**src/rtl/gstage_page_table_walker_core_defines.svh**
```systemverilog
// ---------------------------------------------------------------------------
// Assertion macros for the guest-stage page table walker
// Shared property forms, clocked on clk and disabled during rst_n low.
// ---------------------------------------------------------------------------
`ifndef GSTAGE_PAGE_TABLE_WALKER_CORE_DEFINES_SVH
`define GSTAGE_PAGE_TABLE_WALKER_CORE_DEFINES_SVH

// consequent holds in the same cycle as the antecedent
`define GPTW_ASSERT_NOW(lbl, ante, cons) \
  lbl: assert property (@(posedge clk) disable iff (!rst_n) (ante) |-> (cons)) \
    else $error("gptw: same-cycle check failed");

// consequent holds in the cycle after the antecedent
`define GPTW_ASSERT_NEXT(lbl, ante, cons) \
  lbl: assert property (@(posedge clk) disable iff (!rst_n) (ante) |=> (cons)) \
    else $error("gptw: next-cycle check failed");

`endif

```
**src/rtl/gptw_pkg.sv**
```systemverilog
// ---------------------------------------------------------------------------
// gptw_pkg
// Types, codes and helper functions of the guest-stage page table walker.
// ---------------------------------------------------------------------------
package gptw_pkg;

  localparam int unsigned PPN_W   = 44;
  localparam int unsigned GA_W    = 50;
  localparam int unsigned ADDR_W  = 64;
  localparam int unsigned ENTRY_W = 64;
  localparam int unsigned ROOT_IDX_W = 11;

  localparam logic       OP_START = 1'b0;
  localparam logic       OP_ENTRY = 1'b1;
  localparam logic [1:0] LVL_ROOT = 2'd3;
  localparam logic [1:0] LVL_LAST = 2'd0;

  typedef enum logic [2:0] {
    ST_MAPPED    = 3'd0,
    ST_INVALID   = 3'd1,
    ST_ROOT_LEAF = 3'd2,
    ST_LAST_PTR  = 3'd3,
    ST_STRAY     = 3'd4
  } status_t;

  typedef struct packed {
    logic                opcode;
    logic [GA_W-1:0]     guest_address;
    logic [ENTRY_W-1:0]  table_entry;
  } in_word_t;

  typedef struct packed {
    logic                is_final;
    logic [ADDR_W-1:0]   read_address;
    status_t             status;
    logic [1:0]          leaf_level;
    logic [ADDR_W-1:0]   mapped_address;
  } out_word_t;

  // page base held in an entry: PPN field moved to a byte address
  function automatic logic [ADDR_W-1:0] entry_base(input logic [ENTRY_W-1:0] e);
    entry_base = {e[61:10], 12'h000};
  endfunction

  // table index of a level, 11 bits wide at the root and 9 bits below
  function automatic logic [ROOT_IDX_W-1:0] level_index(input logic [GA_W-1:0] ga,
                                                        input logic [1:0] lvl);
    case (lvl)
      2'd0:    level_index = {2'b00, ga[20:12]};
      2'd1:    level_index = {2'b00, ga[29:21]};
      2'd2:    level_index = {2'b00, ga[38:30]};
      default: level_index = ga[49:39];
    endcase
  endfunction

  // byte offset inside a 4K, 2M or 1G page
  function automatic logic [ADDR_W-1:0] page_offset(input logic [GA_W-1:0] ga,
                                                    input logic [1:0] lvl);
    case (lvl)
      2'd0:    page_offset = {52'h0, ga[11:0]};
      2'd1:    page_offset = {43'h0, ga[20:0]};
      default: page_offset = {34'h0, ga[29:0]};
    endcase
  endfunction

  // byte address of an entry: table base plus index times 8
  function automatic logic [ADDR_W-1:0] entry_addr(input logic [ADDR_W-1:0] base,
                                                   input logic [ROOT_IDX_W-1:0] idx);
    entry_addr = base + {50'h0, idx, 3'b000};
  endfunction

endpackage

```
**src/rtl/gptw_in_if.sv**
```systemverilog
// ---------------------------------------------------------------------------
// gptw_in_if
// Request channel: start words and table entry words.
// ---------------------------------------------------------------------------
interface gptw_in_if;
  logic                          valid;
  logic                          ready;
  logic                          opcode;
  logic [gptw_pkg::GA_W-1:0]     guest_address;
  logic [gptw_pkg::ENTRY_W-1:0]  table_entry;

  modport source (output valid, opcode, guest_address, table_entry, input ready);
  modport sink   (input valid, opcode, guest_address, table_entry, output ready);
endinterface

```
**src/rtl/gptw_out_if.sv**
```systemverilog
// ---------------------------------------------------------------------------
// gptw_out_if
// Result channel: read requests and walk outcomes.
// ---------------------------------------------------------------------------
interface gptw_out_if;
  logic                         valid;
  logic                         ready;
  logic                         is_final;
  logic [gptw_pkg::ADDR_W-1:0]  read_address;
  logic [2:0]                   status;
  logic [1:0]                   leaf_level;
  logic [gptw_pkg::ADDR_W-1:0]  mapped_address;

  modport source (output valid, is_final, read_address, status, leaf_level,
                  mapped_address, input ready);
  modport sink   (input valid, is_final, read_address, status, leaf_level,
                  mapped_address, output ready);
endinterface

```
**src/rtl/gstage_page_table_walker_core.sv**
```systemverilog
// ---------------------------------------------------------------------------
// gstage_page_table_walker_core
// Guest-stage four-level page table walker, one walk step per word.
// ---------------------------------------------------------------------------
// Usage:
//   in_ch carries a start word (opcode 0, guest address) or an entry word
//   (opcode 1, 64-bit table entry read back from the last requested address).
//   out_ch returns one word per input word: a read request (is_final 0, with
//   read_address) or the walk outcome (is_final 1, status, leaf level and
//   mapped address).
//   cfg_wr_en/cfg_wr_data load the root table page number; write it while
//   no walk is in flight.
//   Path: an accepted word enters the input register, then passes the step
//   into the result register once it is free, and out_ch.valid rises.
//   Throughput: one word per cycle while out_ch takes results, set by the
//   single step stage between the two registers.
//   Reset: rst_n low clears the root page number, ends any walk and empties
//   both registers.
//   Stall: while out_ch.ready is low the result holds; the input register
//   still takes one word if empty, then in_ch.ready drops until it drains.
// ---------------------------------------------------------------------------
module gstage_page_table_walker_core (
  input  logic                        clk,
  input  logic                        rst_n,
  input  logic                        cfg_wr_en,
  input  logic [gptw_pkg::PPN_W-1:0]  cfg_wr_data,
  gptw_in_if.sink                     in_ch,
  gptw_out_if.source                  out_ch
);

  logic                word_vld;
  logic                out_free;
  logic                advance;
  gptw_pkg::in_word_t  word;
  gptw_pkg::out_word_t res;

  assign advance = word_vld && out_free;

  gptw_in_stage u_in (
    .clk      (clk),
    .rst_n    (rst_n),
    .in_ch    (in_ch),
    .advance  (advance),
    .word_vld (word_vld),
    .word     (word)
  );

  gptw_step u_step (
    .clk         (clk),
    .rst_n       (rst_n),
    .cfg_wr_en   (cfg_wr_en),
    .cfg_wr_data (cfg_wr_data),
    .advance     (advance),
    .word        (word),
    .res         (res)
  );

  gptw_out_stage u_out (
    .clk     (clk),
    .rst_n   (rst_n),
    .advance (advance),
    .res     (res),
    .free    (out_free),
    .out_ch  (out_ch)
  );

endmodule

```
**src/rtl/gptw_in_stage.sv**
```systemverilog
// ---------------------------------------------------------------------------
// gptw_in_stage
// Input register: captures one request word, refills while it drains.
// ---------------------------------------------------------------------------
module gptw_in_stage (
  input  logic               clk,
  input  logic               rst_n,
  gptw_in_if.sink            in_ch,
  input  logic               advance,
  output logic               word_vld,
  output gptw_pkg::in_word_t word
);

  logic               vld_r;
  gptw_pkg::in_word_t word_r;

  assign in_ch.ready = !vld_r || advance;
  assign word_vld    = vld_r;
  assign word        = word_r;

  always_ff @(posedge clk) begin
    if (!rst_n) begin
      vld_r <= 1'b0;
    end else if (in_ch.ready) begin
      vld_r <= in_ch.valid;
    end
  end

  always_ff @(posedge clk) begin
    if (in_ch.valid && in_ch.ready) begin
      word_r.opcode        <= in_ch.opcode;
      word_r.guest_address <= in_ch.guest_address;
      word_r.table_entry   <= in_ch.table_entry;
    end
  end

endmodule

```
**src/rtl/gptw_step.sv**
```systemverilog
// ---------------------------------------------------------------------------
// gptw_step
// Walk state and one walk step: root address, next address or outcome.
// ---------------------------------------------------------------------------
`include "gstage_page_table_walker_core_defines.svh"

module gptw_step (
  input  logic                         clk,
  input  logic                         rst_n,
  input  logic                         cfg_wr_en,
  input  logic [gptw_pkg::PPN_W-1:0]   cfg_wr_data,
  input  logic                         advance,
  input  gptw_pkg::in_word_t           word,
  output gptw_pkg::out_word_t          res
);

  logic [gptw_pkg::PPN_W-1:0]  root_ppn_r;
  logic                        busy_r,  busy_nxt;
  logic [1:0]                  level_r, level_nxt;
  logic [gptw_pkg::GA_W-1:0]   ga_r,    ga_nxt;
  logic [gptw_pkg::ADDR_W-1:0] base;

  assign base = gptw_pkg::entry_base(word.table_entry);

  always_comb begin
    res       = '0;
    busy_nxt  = busy_r;
    level_nxt = level_r;
    ga_nxt    = ga_r;
    if (word.opcode == gptw_pkg::OP_START) begin
      ga_nxt           = word.guest_address;
      busy_nxt         = 1'b1;
      level_nxt        = gptw_pkg::LVL_ROOT;
      res.read_address = gptw_pkg::entry_addr({8'h00, root_ppn_r, 12'h000},
                           gptw_pkg::level_index(word.guest_address, gptw_pkg::LVL_ROOT));
    end else if (!busy_r) begin
      res.is_final = 1'b1;
      res.status   = gptw_pkg::ST_STRAY;
    end else if (!word.table_entry[0]) begin
      busy_nxt     = 1'b0;
      res.is_final = 1'b1;
      res.status   = gptw_pkg::ST_INVALID;
    end else if (word.table_entry[3:1] != 3'b000) begin
      busy_nxt     = 1'b0;
      res.is_final = 1'b1;
      if (level_r == gptw_pkg::LVL_ROOT) begin
        res.status = gptw_pkg::ST_ROOT_LEAF;
      end else begin
        res.status         = gptw_pkg::ST_MAPPED;
        res.leaf_level     = level_r;
        res.mapped_address = base | gptw_pkg::page_offset(ga_r, level_r);
      end
    end else if (level_r == gptw_pkg::LVL_LAST) begin
      busy_nxt     = 1'b0;
      res.is_final = 1'b1;
      res.status   = gptw_pkg::ST_LAST_PTR;
    end else begin
      level_nxt        = level_r - 2'd1;
      res.read_address = gptw_pkg::entry_addr(base,
                           gptw_pkg::level_index(ga_r, level_r - 2'd1));
    end
  end

  always_ff @(posedge clk) begin
    if (!rst_n) begin
      root_ppn_r <= '0;
      busy_r     <= 1'b0;
      level_r    <= 2'd0;
      ga_r       <= '0;
    end else begin
      if (cfg_wr_en) begin
        root_ppn_r <= cfg_wr_data;
      end
      if (advance) begin
        busy_r  <= busy_nxt;
        level_r <= level_nxt;
        ga_r    <= ga_nxt;
      end
    end
  end

  `GPTW_ASSERT_NEXT(a_final_ends_walk, advance && res.is_final, !busy_r)
  `GPTW_ASSERT_NEXT(a_start_at_root, advance && word.opcode == gptw_pkg::OP_START,
                    busy_r && level_r == gptw_pkg::LVL_ROOT)
  `GPTW_ASSERT_NOW(a_request_clean, advance && !res.is_final,
                   res.status == gptw_pkg::ST_MAPPED && res.mapped_address == '0)

endmodule

```
**src/rtl/gptw_out_stage.sv**
```systemverilog
// ---------------------------------------------------------------------------
// gptw_out_stage
// Result register: holds one result word until the receiver takes it.
// ---------------------------------------------------------------------------
module gptw_out_stage (
  input  logic                clk,
  input  logic                rst_n,
  input  logic                advance,
  input  gptw_pkg::out_word_t res,
  output logic                free,
  gptw_out_if.source          out_ch
);

  logic                vld_r;
  gptw_pkg::out_word_t res_r;

  assign free                  = !vld_r || out_ch.ready;
  assign out_ch.valid          = vld_r;
  assign out_ch.is_final       = res_r.is_final;
  assign out_ch.read_address   = res_r.read_address;
  assign out_ch.status         = res_r.status;
  assign out_ch.leaf_level     = res_r.leaf_level;
  assign out_ch.mapped_address = res_r.mapped_address;

  always_ff @(posedge clk) begin
    if (!rst_n) begin
      vld_r <= 1'b0;
    end else if (advance) begin
      vld_r <= 1'b1;
    end else if (out_ch.ready) begin
      vld_r <= 1'b0;
    end
  end

  always_ff @(posedge clk) begin
    if (advance) begin
      res_r <= res;
    end
  end

endmodule
```
**src/flat_wrapper.sv**
```systemverilog
// flat-port wrapper written by rule: the top's interface ports become plain ports
module gstage_page_table_walker_core_flat 
  (clk, rst_n, cfg_wr_en, cfg_wr_data, in_ch_valid, in_ch_opcode, in_ch_guest_address, in_ch_table_entry, in_ch_ready, out_ch_valid, out_ch_is_final, out_ch_read_address, out_ch_status, out_ch_leaf_level, out_ch_mapped_address, out_ch_ready);
  gptw_in_if in_ch_i ();
  gptw_out_if out_ch_i ();
  input  logic clk;
  input  logic rst_n;
  input  logic cfg_wr_en;
  input  logic [gptw_pkg::PPN_W-1:0] cfg_wr_data;
  input wire logic [$bits(in_ch_i.valid)-1:0] in_ch_valid;
  input wire logic [$bits(in_ch_i.opcode)-1:0] in_ch_opcode;
  input wire logic [$bits(in_ch_i.guest_address)-1:0] in_ch_guest_address;
  input wire logic [$bits(in_ch_i.table_entry)-1:0] in_ch_table_entry;
  output wire logic [$bits(in_ch_i.ready)-1:0] in_ch_ready;
  output wire logic [$bits(out_ch_i.valid)-1:0] out_ch_valid;
  output wire logic [$bits(out_ch_i.is_final)-1:0] out_ch_is_final;
  output wire logic [$bits(out_ch_i.read_address)-1:0] out_ch_read_address;
  output wire logic [$bits(out_ch_i.status)-1:0] out_ch_status;
  output wire logic [$bits(out_ch_i.leaf_level)-1:0] out_ch_leaf_level;
  output wire logic [$bits(out_ch_i.mapped_address)-1:0] out_ch_mapped_address;
  input wire logic [$bits(out_ch_i.ready)-1:0] out_ch_ready;
  assign in_ch_i.valid = in_ch_valid;
  assign in_ch_i.opcode = in_ch_opcode;
  assign in_ch_i.guest_address = in_ch_guest_address;
  assign in_ch_i.table_entry = in_ch_table_entry;
  assign in_ch_ready = in_ch_i.ready;
  assign out_ch_valid = out_ch_i.valid;
  assign out_ch_is_final = out_ch_i.is_final;
  assign out_ch_read_address = out_ch_i.read_address;
  assign out_ch_status = out_ch_i.status;
  assign out_ch_leaf_level = out_ch_i.leaf_level;
  assign out_ch_mapped_address = out_ch_i.mapped_address;
  assign out_ch_i.ready = out_ch_ready;
  gstage_page_table_walker_core u_core (.clk(clk), .rst_n(rst_n), .cfg_wr_en(cfg_wr_en), .cfg_wr_data(cfg_wr_data), .in_ch(in_ch_i), .out_ch(out_ch_i));
endmodule
```
**config.mk**
```make
export PLATFORM = sky130hd
export DESIGN_NAME = gstage_page_table_walker_core_flat
export DESIGN_NICKNAME = d
export VERILOG_FILES = /design/src/rtl/gptw_pkg.sv /design/src/rtl/gptw_in_if.sv /design/src/rtl/gptw_out_if.sv /design/src/rtl/gstage_page_table_walker_core.sv /design/src/rtl/gptw_in_stage.sv /design/src/rtl/gptw_step.sv /design/src/rtl/gptw_out_stage.sv /design/src/flat_wrapper.sv
export VERILOG_INCLUDE_DIRS = /design/src /design/src/rtl
export SDC_FILE = /design/constraint.sdc
export NUM_CORES = 1
export LEC_CHECK = 0
export BUFFER_PORTS_ARGS = -buffer_cell sky130_fd_sc_hd__clkbuf_2
export CELL_PAD_IN_SITES_DETAIL_PLACEMENT = 0
export CELL_PAD_IN_SITES_GLOBAL_PLACEMENT = 2
export CORE_UTILIZATION = 29
export DETAILED_ROUTE_END_ITERATION = 8
export PLACE_DENSITY_LB_ADDON = 0.1
export SETUP_SLACK_MARGIN = 0.3
export SKIP_CTS_REPAIR_TIMING = 1
export SLEW_MARGIN = 0
export SYNTH_ARGS = -nofsm -noshare
export SYNTH_HDL_FRONTEND = slang
export SYNTH_SLANG_ARGS = --single-unit
```
**constraint.sdc**
```tcl
create_clock -name clk -period 5.1 [get_ports clk]
set_input_delay 0.255 -clock clk [delete_from_list [all_inputs] [get_ports clk]]
set_output_delay 0.255 -clock clk [all_outputs]
set_load 0.02 [all_outputs]
```
==> results of run 1 <==
[layout by cell type (no fill, tap or decap), types with 6 or more instances in the layout]
cell type	netlist	routed
o2bb2ai_1	10	10
dlygate4sd3_1	0	138
nand3_1	35	35
nor2_1	53	52
clkinv_1	0	10
a21oi_1	39	39
and2_1	53	52
mux2i_1	44	44
edfxtp_1	238	238
nand4_1	23	23
inv_1	21	20
o21ai_0	6	6
xor2_1	23	23
clkbuf_1	57	9
xnor2_1	62	62
nor3_1	30	29
nor2b_1	48	48
and3_1	6	6
nand2_1	134	134
nor4_1	17	17
buf_4	4	14
or3_1	8	8
a21boi_0	50	50
or4_1	7	7
ha_1	11	11
dfxtp_1	99	99
clkbuf_16	0	40
o22ai_1	43	43
a222oi_1	9	9
clkbuf_2	1	287
[per-stage QoR]
step | worst slack (ns) | utilization (%) | instances
after floorplan | 1.33 | - | 1178
after global placement | 1.09 | 34.0 | 2066
after detailed placement | 1.02 | 34.0 | 2066
after CTS | 0.998 | 36.8 | 2140
after global routing | 0.811 | 39.6 | 2278
final | 1.09 | 39.6 | 2278
[worst min-delay path by stage]
stage / to / depth (start not counted)
CTS: u_core.u_in.word[3] / 1
finish: u_core.u_step.root_ppn_r[25] / 3
global route: u_core.u_step.root_ppn_r[16] / 3
floorplan: u_core.u_in.word[0] / 0
detailed placement: u_core.u_in.word[102] / 1
global placement: u_core.u_in.word[73] / 1
[power by group]
| part | internal [mW] | switching (mW) | total [mW] | leakage [nW] |
|---|---|---|---|---|
| clock network | 1.74 | 1.19 | 2.93 | 0.638 |
| logic | 0.238 | 0.300 | 0.539 | 3.21 |
| registers | 3.08 | 0.112 | 3.19 | 3.06 |
[area by class of cell]
cell class	instances	area, µm²
fillers	4753	29100
flip-flops and latches	337	9130
multi-input cells	750	4790
repair buffers	440	2930
clock buffers	51	1060
well taps	656	821
clock inverters	23	267
inverters	21	83.8
[layer usage]
| metal | GRT usage (%) | vias up | wire length (µm) |
|---|---|---|---|
| met5 | 0 | - | 0 |
| met2 | 29.9 | 272 | 22200 |
| met3 | 2.91 | 64 | 1820 |
| li1 | - | 5076 | - |
| met1 | 22.6 | 5049 | 20000 |
| met4 | 5.97 | 0 | 1060 |
[registers in the layout, summed over array words and instances (netlist names)]
signal and cells:
u_core.u_in.word 107, u_core.u_in.word_vld 1, u_core.u_out.out_ch.is_final 1, u_core.u_out.out_ch.leaf_level 2
u_core.u_out.out_ch.mapped_address 64, u_core.u_out.out_ch.read_address 61, u_core.u_out.out_ch.status 3, u_core.u_out.out_ch.valid 1
u_core.u_step.busy_r 1, u_core.u_step.ga_r 50, u_core.u_step.level_r 2, u_core.u_step.root_ppn_r 44
[cells by family (layout without fill, tap and decap cells)]
kind of cell	Yosys count	after routing	share of synthesized area [%]
AO/OA/AOI/OAI	164	164	7.74
XOR/XNOR	85	85	5.22
adder cells (fa/ha/maj)	13	13	1.25
buffers and inverters	91	535	2.57
flip-flops	337	337	64.0
multiplexers	44	44	3.09
other	1	3	0.0263
AND/OR/NAND/NOR	441	441	16.1
[Yosys cell counts (21+ instances only)]
cell type / count
a21boi_0: 50
a21oi_1: 39
and2_1: 53
clkbuf_1: 57
dfxtp_1: 99
edfxtp_1: 238
inv_1: 21
mux2i_1: 44
nand2_1: 134
nand3_1: 35
nand4_1: 23
nor2_1: 53
nor2b_1: 48
nor3_1: 30
o22ai_1: 43
xnor2_1: 62
xor2_1: 23
[critical path, stage by stage, from the launching register on]
cell	delay, ns
dfxtp_1	0.38
inv_1	0.15
ha_1	0.64
and2_1	0.22
ha_1	0.19
fa_1	0.28
nand3_1	0.17
or4_4	0.68
or4_4	0.60
or3_1	0.35
a21oi_1	0.15
==> summary.md, run 1 <==
| Metric | Value |
|---|---|
| Outcome | `complete, but fails checks` |
| Failing checks | `negative hold slack` |
| Num rows | `80` |
| Flop2flop setup slack | `~1.1 ns` |
| Worst-Skew Late Latency | `between 0.5 and 0.6 ns` |
| Min Hold Slack | `-0.0480 ns` |
| Max clock buf depth | `3` |
| Drt first pass iters | `9` |
| Setup crit end kind | `flop` |
| Dominant synthesized flop cell | `edfxtp_1` |
| Largest net degree at the start of global routing | `106` |
| WS Path Type | `reg2reg` |
| Nets@finish | `1,767` |
| Die Ht | `224 µm` |
| Placer Congestion | `0.787` |
| Mapped Area | `roughly 14,000 µm²` |
| HP Start | `cfg_wr_data[25]` |
| Max FO, Critical Path | `20` |
| Slew Viols, Final | `0` |
| Vias | `~10,000` |
| Required @ worst endpoint | `around 5.5 ns` |
| IO Pins | `300` |
| Initial antenna violation count | `0` |
| R2R Path End | `u_core.u_out.out_ch.read_address[60]` |
| First DRT Iteration DRCs | `about 520` |
| Final ANT Viol Nets | `0` |
| Crit path capture | `u_core.u_out.out_ch.read_address[60]` |
| Clk slew on worst S/H paths | `0.06 ns` |
| Synth area leader | `edfxtp_1` |
| Post-Route WL | `between 40 and 50 mm` |
| R2r worst-path depth | `10` |
| HP Class | `in2reg` |
| Max_slew headroom | `22.9%` |
| Top post-synthesis cells by area | `edfxtp_1 (50%), dfxtp_1 (14%), xnor2_1 (3.8%), nand2_1 (3.5%), mux2i_1 (3.1%)` |
| Worst slew pin tran | `1.16 ns` |
| Final hold violation count | `7` |
| CTS Sinks | `roughly 340` |
| Antenna diodes | `0` |
| CP Launch Type | `flop` |
| TNS Setup | `0 ns` |
| Netlist cell types | `between 40 and 50` |
| TritonCTS buffer count | `40` |
| TritonCTS clock tree | `built` |
| DP Wirelength | `30.7 mm` |
| Design Area, Final | `roughly 19,000 µm²` |
| Post-DP Area | `16,400 µm²` |
| First-pass GRT wire length | `roughly 65 mm` |
| Core area | `around 48,000 µm²` |
| VDD IR-drop max | `0.204 mV` |
| Max Cap Viol | `0` |
| Gate Count Post-Synth | `1,176` |
| Wire per inst | `19.8 µm` |
| Final worst-path cycle share | `78.6%` |
| Final setup viols | `0` |
| Asr flop ratio synth | `0%` |
| RSZ-0062 raised after global routing | `false` |
| Mapped Avg Cell Area | `12.1 µm²` |
| Synth top area share | `50.1%` |
| Tot Pwr | `6.66 mW` |
| Arrival time at the worst endpoint | `4.40 ns` |
| Leakage power | `6.91 nW` |
| Synth warn | `0` |
| Die Width | `224 µm` |
| Post-synth EDFFs | `238` |
| Worst r2r src | `u_core.u_step.level_r[0]` |
| Die area | `50,000 µm²` |
| Final Critical Period | `about 4 ns` |
| Register area share after synthesis | `64.0%` |
| Vias/cell | `4.59` |
| Layout cell share with drive strength beyond 1 | `a little under a quarter` |
| Fmax | `249 MHz` |
| Htree depth | `2` |
| Vias in the first global route | `9,994` |
| Post-route DRC | `0` |
| Initial Util | `about 30%` |
| Total Routing Usage GR | `17.6%` |
| PD cells | `about 350 nW/µm²` |
| Critical path origin | `u_core.u_step.level_r[0]` |
| Skew final | `0.0244 ns` |
| P&R area growth vs syn | `33.8%` |
| Post-synthesis register bit count | `approximately 340` |
| Overflow left after global routing | `0` |
| I/O Buffers | `around 290` |
| Clock root cell | `clkbuf_16` |
(Power assumes the default switching activity.)
==> run 2: changes to the inputs <==
clock period = 3.25 ns   (was 5.1 ns; I/O delays follow)
==> summary.md, run 2 (same netlist as run 1, synthesis figures left out) <==
| Metric | Value |
|---|---|
| Outcome | `completed (was complete, but fails checks)` |
| Clock root cell | `clkbuf_16 (unchanged)` |
| Critical path's largest stage delay | `0.59 ns (was 0.68 ns)` |
| First DRT Iteration DRCs | `602 (was 524)` |
| Final setup viols | `0 (unchanged)` |
| Num rows | `80 (unchanged)` |
| Max clock buf depth | `3 (unchanged)` |
| WS Path Type | `reg2reg (unchanged)` |
| Family with the most delay on the worst path | `simple AND/OR/NAND/NOR gates (unchanged)` |
| Vias in the first global route | `10,100 (was 9,994)` |
| Fmax | `346 MHz (was 249 MHz)` |
| Core area | `48,100 µm² (unchanged)` |
| Largest net degree at the start of global routing | `76 (was 106)` |
| Nets@finish | `1,809 (was 1,767)` |
| Antenna diodes | `0 (unchanged)` |
| Overflow left after global routing | `0 (unchanged)` |
| Tot Pwr | `10.5 mW (was 6.66 mW)` |
| Post-route DRC | `0 (unchanged)` |
| Layout cell share with drive strength beyond 1 | `25.4% (was 23.0%)` |
| CP max stage cell | `or4_4 (unchanged)` |
| Die Width | `224 µm (unchanged)` |
| P&R area growth vs syn | `37.5% (was 33.8%)` |
| Final worst-path cycle share | `88.9% (was 78.6%)` |
| Initial Util | `29.6% (unchanged)` |
| IO Pins | `300 (unchanged)` |
| Fillers | `4,747 (was 4,753)` |
| Number of flip-flops in the largest register | `107 (unchanged)` |
| Setup crit end kind | `flop (unchanged)` |
| Max Cap Viol | `0 (unchanged)` |
| Critical path origin | `u_core.u_step.level_r[0] (unchanged)` |
| Total Routing Usage GR | `18.0% (was 17.6%)` |
| Arrival time at the worst endpoint | `3.31 ns (was 4.40 ns)` |
| HP Start | `cfg_wr_en (was cfg_wr_data[25])` |
| Slew Viols, Final | `0 (unchanged)` |
| TritonCTS clock tree | `built (unchanged)` |
| Worst slew pin tran | `0.882 ns (was 1.16 ns)` |
| Skew final | `0.0150 ns (was 0.0244 ns)` |
| Final worst setup slack | `0.359 ns (was 1.09 ns)` |
| TritonCTS buffer count | `41 (was 40)` |
| Setup WS pre-CTS | `0.127 ns (was 1.02 ns)` |
| Final Critical Period | `2.89 ns (was 4.01 ns)` |
| Initial antenna violation count | `0 (unchanged)` |
| DP Wirelength | `31.9 mm (was 30.7 mm)` |
| Worst r2r src | `u_core.u_step.level_r[0] (unchanged)` |
| RSZ-0062 raised after global routing | `true (was false)` |
| Worst-Skew Late Latency | `0.57 ns (about the same)` |
| Vias | `10,700 (was 10,500)` |
| Htree depth | `2 (unchanged)` |
| Required @ worst endpoint | `3.67 ns (was 5.49 ns)` |
| Worst Path Buf+Inv | `1 (unchanged)` |
| Vias/cell | `4.59 (about the same)` |
| Die area | `50,000 µm² (unchanged)` |
| Drt first pass iters | `7 (was 9)` |
| CTS Sinks | `337 (unchanged)` |
| CP cell instances | `inv_4, ha_4, and2_4, ha_4, fa_2, nand3_4, or4_4, or4_4, or3_1, a21oi_2 (was inv_1, ha_1, and2_1, ha_1, fa_1, nand3_1, or4_4, or4_4, or3_1, a21oi_1)` |
| Final ANT Viol Nets | `0 (unchanged)` |
| Die Ht | `224 µm (unchanged)` |
| PD cells | `534 nW/µm² (was 349 nW/µm²)` |
| Final core utilization | `40.7% (was 39.6%)` |
| TNS Setup | `0 ns (unchanged)` |
| Final hold violation count | `0 (was 7)` |
| Most frequent cells in the layout | `clkbuf_2 (287), edfxtp_1 (238), dlygate4sd3_1 (153) (was clkbuf_2 (287), edfxtp_1 (238), dlygate4sd3_1 (138))` |
| Placer Congestion | `0.786 (was 0.787)` |
| Max_slew headroom | `41.0% (was 22.9%)` |
| Clk slew on worst S/H paths | `0.06 ns (about the same)` |
| Wire per inst | `20.1 µm (was 19.8 µm)` |
| HP Class | `in2reg (unchanged)` |
| I/O Buffers | `288 (unchanged)` |
| Post-Route WL | `46.6 mm (was 45.1 mm)` |
| Max FO, Critical Path | `6 (was 20)` |
| CP Launch Type | `flop (unchanged)` |
| VDD IR-drop max | `0.278 mV (was 0.204 mV)` |
| Most common cell after layout, fill and taps aside | `clkbuf_2 (unchanged)` |
| First-pass GRT wire length | `66.1 mm (was 64.8 mm)` |
| Leakage power | `7.13 nW (was 6.91 nW)` |
==> run 2: layer usage <==
| metal | vias to the layer above | global-route usage, % | wire (µm) |
|---|---|---|---|
| li1 | 5160 | - | - |
| met1 | 5182 | 23.3 | 20600 |
| met2 | 256 | 30.7 | 23300 |
| met3 | 60 | 2.77 | 1800 |
| met4 | 0 | 5.68 | 1010 |
| met5 | - | 0 | 0 |
==> run 2: final timing paths <==
check	slack (ns)	to	cells after the start
setup reg to reg	0.36	u_core.u_out.out_ch.read_address[60]	10
hold / removal	0.20	u_core.u_step.root_ppn_r[24]	3
setup / recovery	0.36	u_core.u_out.out_ch.read_address[60]	10
hold reg to reg	0.46	u_core.u_step.ga_r[6]	2
==> run 2: through the flow <==
step | instances | area, µm² | hold WS (ns)
floorplan | 1178 | 14300 | 0.261
global placement | 2081 | 16600 | 0.341
detailed placement | 2081 | 16600 | 0.341
CTS | 2156 | 17900 | -0.271
global route | 2320 | 19600 | 0.205
finish | 2320 | 19600 | 0.202
==> run 2: tightest hold or removal path: cells and delay by family <==
family        cells  cell delay [ns]
buf+inv           1             0.28
mux               1             0.19
simple gates      1             0.09
==> run 2: area by class of cell <==
class | count | area, µm² | area share, %
sequential | 337 | 9140 | 46.6
clock inverter | 17 | 175 | 0.894
clock buffer | 58 | 1150 | 5.87
inverter | 21 | 90.1 | 0.460
tap | 656 | 821 | 4.19
timing repair buffer | 481 | 3320 | 17.0
multi-input combinational | 750 | 4900 | 25.0
==> run 2: where the power goes <==
group          switching, mW  total, mW  leakage (nW)  internal [mW]
Combinational          0.495      0.907          3.43          0.412
Clock                   1.85       4.56         0.635           2.71
Sequential             0.177       5.01          3.07           4.83
==> run 3: changes to the inputs <==
PLACE_DENSITY = 0.7   (was default)
PLACE_DENSITY_LB_ADDON = default   (was 0.1)
==> summary.md, run 3 (same netlist as run 1, synthesis figures left out) <==
| Metric | Value |
|---|---|
| TNS Setup | `0 ns (unchanged)` |
| Register area | `9140 µm² (about the same)` |
| Clk slew on worst S/H paths | `0.06 ns (about the same)` |
| Final Critical Period | `2.87 ns (was 2.89 ns)` |
| Clock root cell | `clkbuf_16 (unchanged)` |
| CP cell instances | `inv_4, ha_4, and2_1, ha_2, fa_2, nand3_4, or4_4, buf_4, nor4_1, xnor2_1, o22ai_1 (was inv_4, ha_4, and2_4, ha_4, fa_2, nand3_4, or4_4, or4_4, or3_1, a21oi_2)` |
| Final ANT Viol Nets | `0 (unchanged)` |
| Family with the most delay on the worst path | `simple AND/OR/NAND/NOR gates (unchanged)` |
| Core area | `48,100 µm² (unchanged)` |
| Layout cell share with drive strength beyond 1 | `25.0% (was 25.4%)` |
| Largest net degree at the start of global routing | `64 (was 76)` |
| Leakage power | `7.09 nW (was 7.13 nW)` |
| Grt met3 use | `3.79% (was 2.77%)` |
| Most common cell after layout, fill and taps aside | `clkbuf_2 (unchanged)` |
| Num rows | `80 (unchanged)` |
| TritonCTS buffer count | `39 (was 41)` |
| CP max stage cell | `or4_4 (unchanged)` |
| Global route hottest layer | `met2 (unchanged)` |
| Max FO, Critical Path | `8 (was 6)` |
| Post-Route WL | `43.0 mm (was 46.6 mm)` |
| I/O Buffers | `288 (unchanged)` |
| Max Cap Viol | `0 (unchanged)` |
| Placer Congestion | `0.787 (was 0.786)` |
| WS Path Type | `reg2reg (unchanged)` |
| Nets@finish | `1,800 (was 1,809)` |
| Area of the multi-input gates | `4840 µm² (was 4900 µm²)` |
| Internal power | `8.03 mW (was 7.95 mW)` |
| Vias in the first global route | `9,829 (was 10,100)` |
| CP Launch Type | `flop (unchanged)` |
| Combinational share of power | `8.5% (was 8.7%)` |
| Placed insts | `2,083 (was 2,081)` |
| PD cells | `538 nW/µm² (was 534 nW/µm²)` |
| Antenna diodes | `0 (unchanged)` |
| Worst slew pin tran | `0.850 ns (was 0.882 ns)` |
| IO Pins | `300 (unchanged)` |
| RSZ-0062 raised after global routing | `true (unchanged)` |
| Switching share of power | `23.5% (was 24.1%)` |
| Final core utilization | `40.5% (was 40.7%)` |
| Drt first pass iters | `6 (was 7)` |
| Met2 Usage GRT | `27.6% (was 30.7%)` |
| Worst Path Buf+Inv | `2 (was 1)` |
| Total Routing Usage GR | `16.6% (was 18.0%)` |
| HP Class | `in2reg (unchanged)` |
| Htree depth | `2 (unchanged)` |
| Most frequent cells in the layout | `clkbuf_2 (287), edfxtp_1 (238), dlygate4sd3_1 (153) (unchanged)` |
| Routing usage on met1 | `21.7% (was 23.3%)` |
| Wire per inst | `18.6 µm (was 20.1 µm)` |
| Max clock buf depth | `3 (unchanged)` |
| Max_slew headroom | `43.3% (was 41.0%)` |
| First-pass GRT wire length | `62.0 mm (was 66.1 mm)` |
| Outcome | `completed (unchanged)` |
| DP Wirelength | `29.9 mm (was 31.9 mm)` |
| Die area | `50,000 µm² (unchanged)` |
| Post-route DRC | `0 (unchanged)` |
| Vias/cell | `4.56 (was 4.59)` |
| Number of flip-flops in the largest register | `107 (unchanged)` |
| Arrival time at the worst endpoint | `3.14 ns (was 3.31 ns)` |
| P&R area growth vs syn | `36.8% (was 37.5%)` |
| Final setup viols | `0 (unchanged)` |
| Clock network fraction of design power | `44.0% (was 43.5%)` |
| Fillers | `4,597 (was 4,747)` |
| Initial Util | `29.6% (unchanged)` |
| P_sw | `2.47 mW (was 2.52 mW)` |
| Fin cells | `2,309 (was 2,320)` |
| Worst-Skew Late Latency | `0.55 ns (was 0.57 ns)` |
| Vias | `10,500 (was 10,700)` |
| Skew final | `0.0146 ns (was 0.0150 ns)` |
| Slew Viols, Final | `0 (unchanged)` |
| Final worst-path cycle share | `88.3% (was 88.9%)` |
| Overflow left after global routing | `0 (unchanged)` |
| TritonCTS clock tree | `built (unchanged)` |
| CTS Sinks | `337 (unchanged)` |
| Fmax | `349 MHz (was 346 MHz)` |
| Critical path's largest stage delay | `0.54 ns (was 0.59 ns)` |
| Required @ worst endpoint | `3.52 ns (was 3.67 ns)` |
| First DRT Iteration DRCs | `619 (was 602)` |
| Setup crit end kind | `flop (unchanged)` |
| Die Width | `224 µm (unchanged)` |
| Min Hold Slack | `0.223 ns (was 0.202 ns)` |
| Sequential share of power | `47.6% (was 47.8%)` |
| Final hold violation count | `0 (unchanged)` |
| Die Ht | `224 µm (unchanged)` |
| VDD IR-drop max | `0.409 mV (was 0.278 mV)` |
| Initial antenna violation count | `1 (was 0)` |
==> run 3: cell count changes in the layout (fill, tap and decap cells not counted), sizes merged <==
cell / change
buf: -6
bufinv: +3
clkbuf: -12
clkinvlp: +2
inv: +2
==> run 3: power by group through the flow <==
| stage | sequential, mW | clock [mW] | combinational [mW] |
|---|---|---|---|
| after detailed placement | 5.08 | 0 | 0.749 |
| after global placement | 5.08 | 0 | 0.745 |
| after global routing | 5.01 | 4.92 | 0.966 |
| after floorplan | 5.14 | 0 | 0.330 |
| after CTS | 4.99 | 4.76 | 0.754 |
| final | 4.99 | 4.62 | 0.888 |
==> run 3: final cells by class <==
| class | instances | area share, % |
|---|---|---|
| Inverter | 21 | 0.449 |
| Timing Repair Buffer | 474 | 16.8 |
| Multi-Input combinational cell | 750 | 24.8 |
| Tap cell | 656 | 4.21 |
| Clock buffer | 47 | 5.38 |
| Sequential cell | 337 | 46.9 |
| Clock inverter | 24 | 1.51 |
==> run 3: final timing paths <==
| kind | from | endpoint | slack [ns] | cells past startpoint |
|---|---|---|---|---|
| max | u_core.u_step.level_r[0] | u_core.u_out.out_ch.read_address[50] | 0.38 | 11 |
| min | rst_n | u_core.u_out.out_ch.valid | 0.22 | 2 |
| max reg2reg | u_core.u_step.level_r[0] | u_core.u_out.out_ch.read_address[50] | 0.38 | 11 |
| min reg2reg | u_core.u_step.ga_r[4] | u_core.u_step.ga_r[4] | 0.46 | 2 |
==> run 3: through the flow <==
stage | power [mW] | setup slack, ns | cell area [µm²]
floorplan | 5.47 | 0.245 | 14300
global placement | 5.82 | 0.190 | 16600
detailed placement | 5.83 | 0.178 | 16600
CTS | 10.5 | 0.161 | 17900
global route | 10.9 | 0.239 | 19500
finish | 10.5 | 0.381 | 19500
==> run 3: metal layers <==
| metal | wire, µm | vias to the layer above | share of wire (%) |
|---|---|---|---|
| li1 | - | 5140 | - |
| met4 | 821 | 2 | 1.9 |
| met2 | 20700 | 333 | 48 |
| met1 | 19100 | 5001 | 45 |
| met3 | 2280 | 60 | 5.3 |
| met5 | 13 | - | 0.030 |
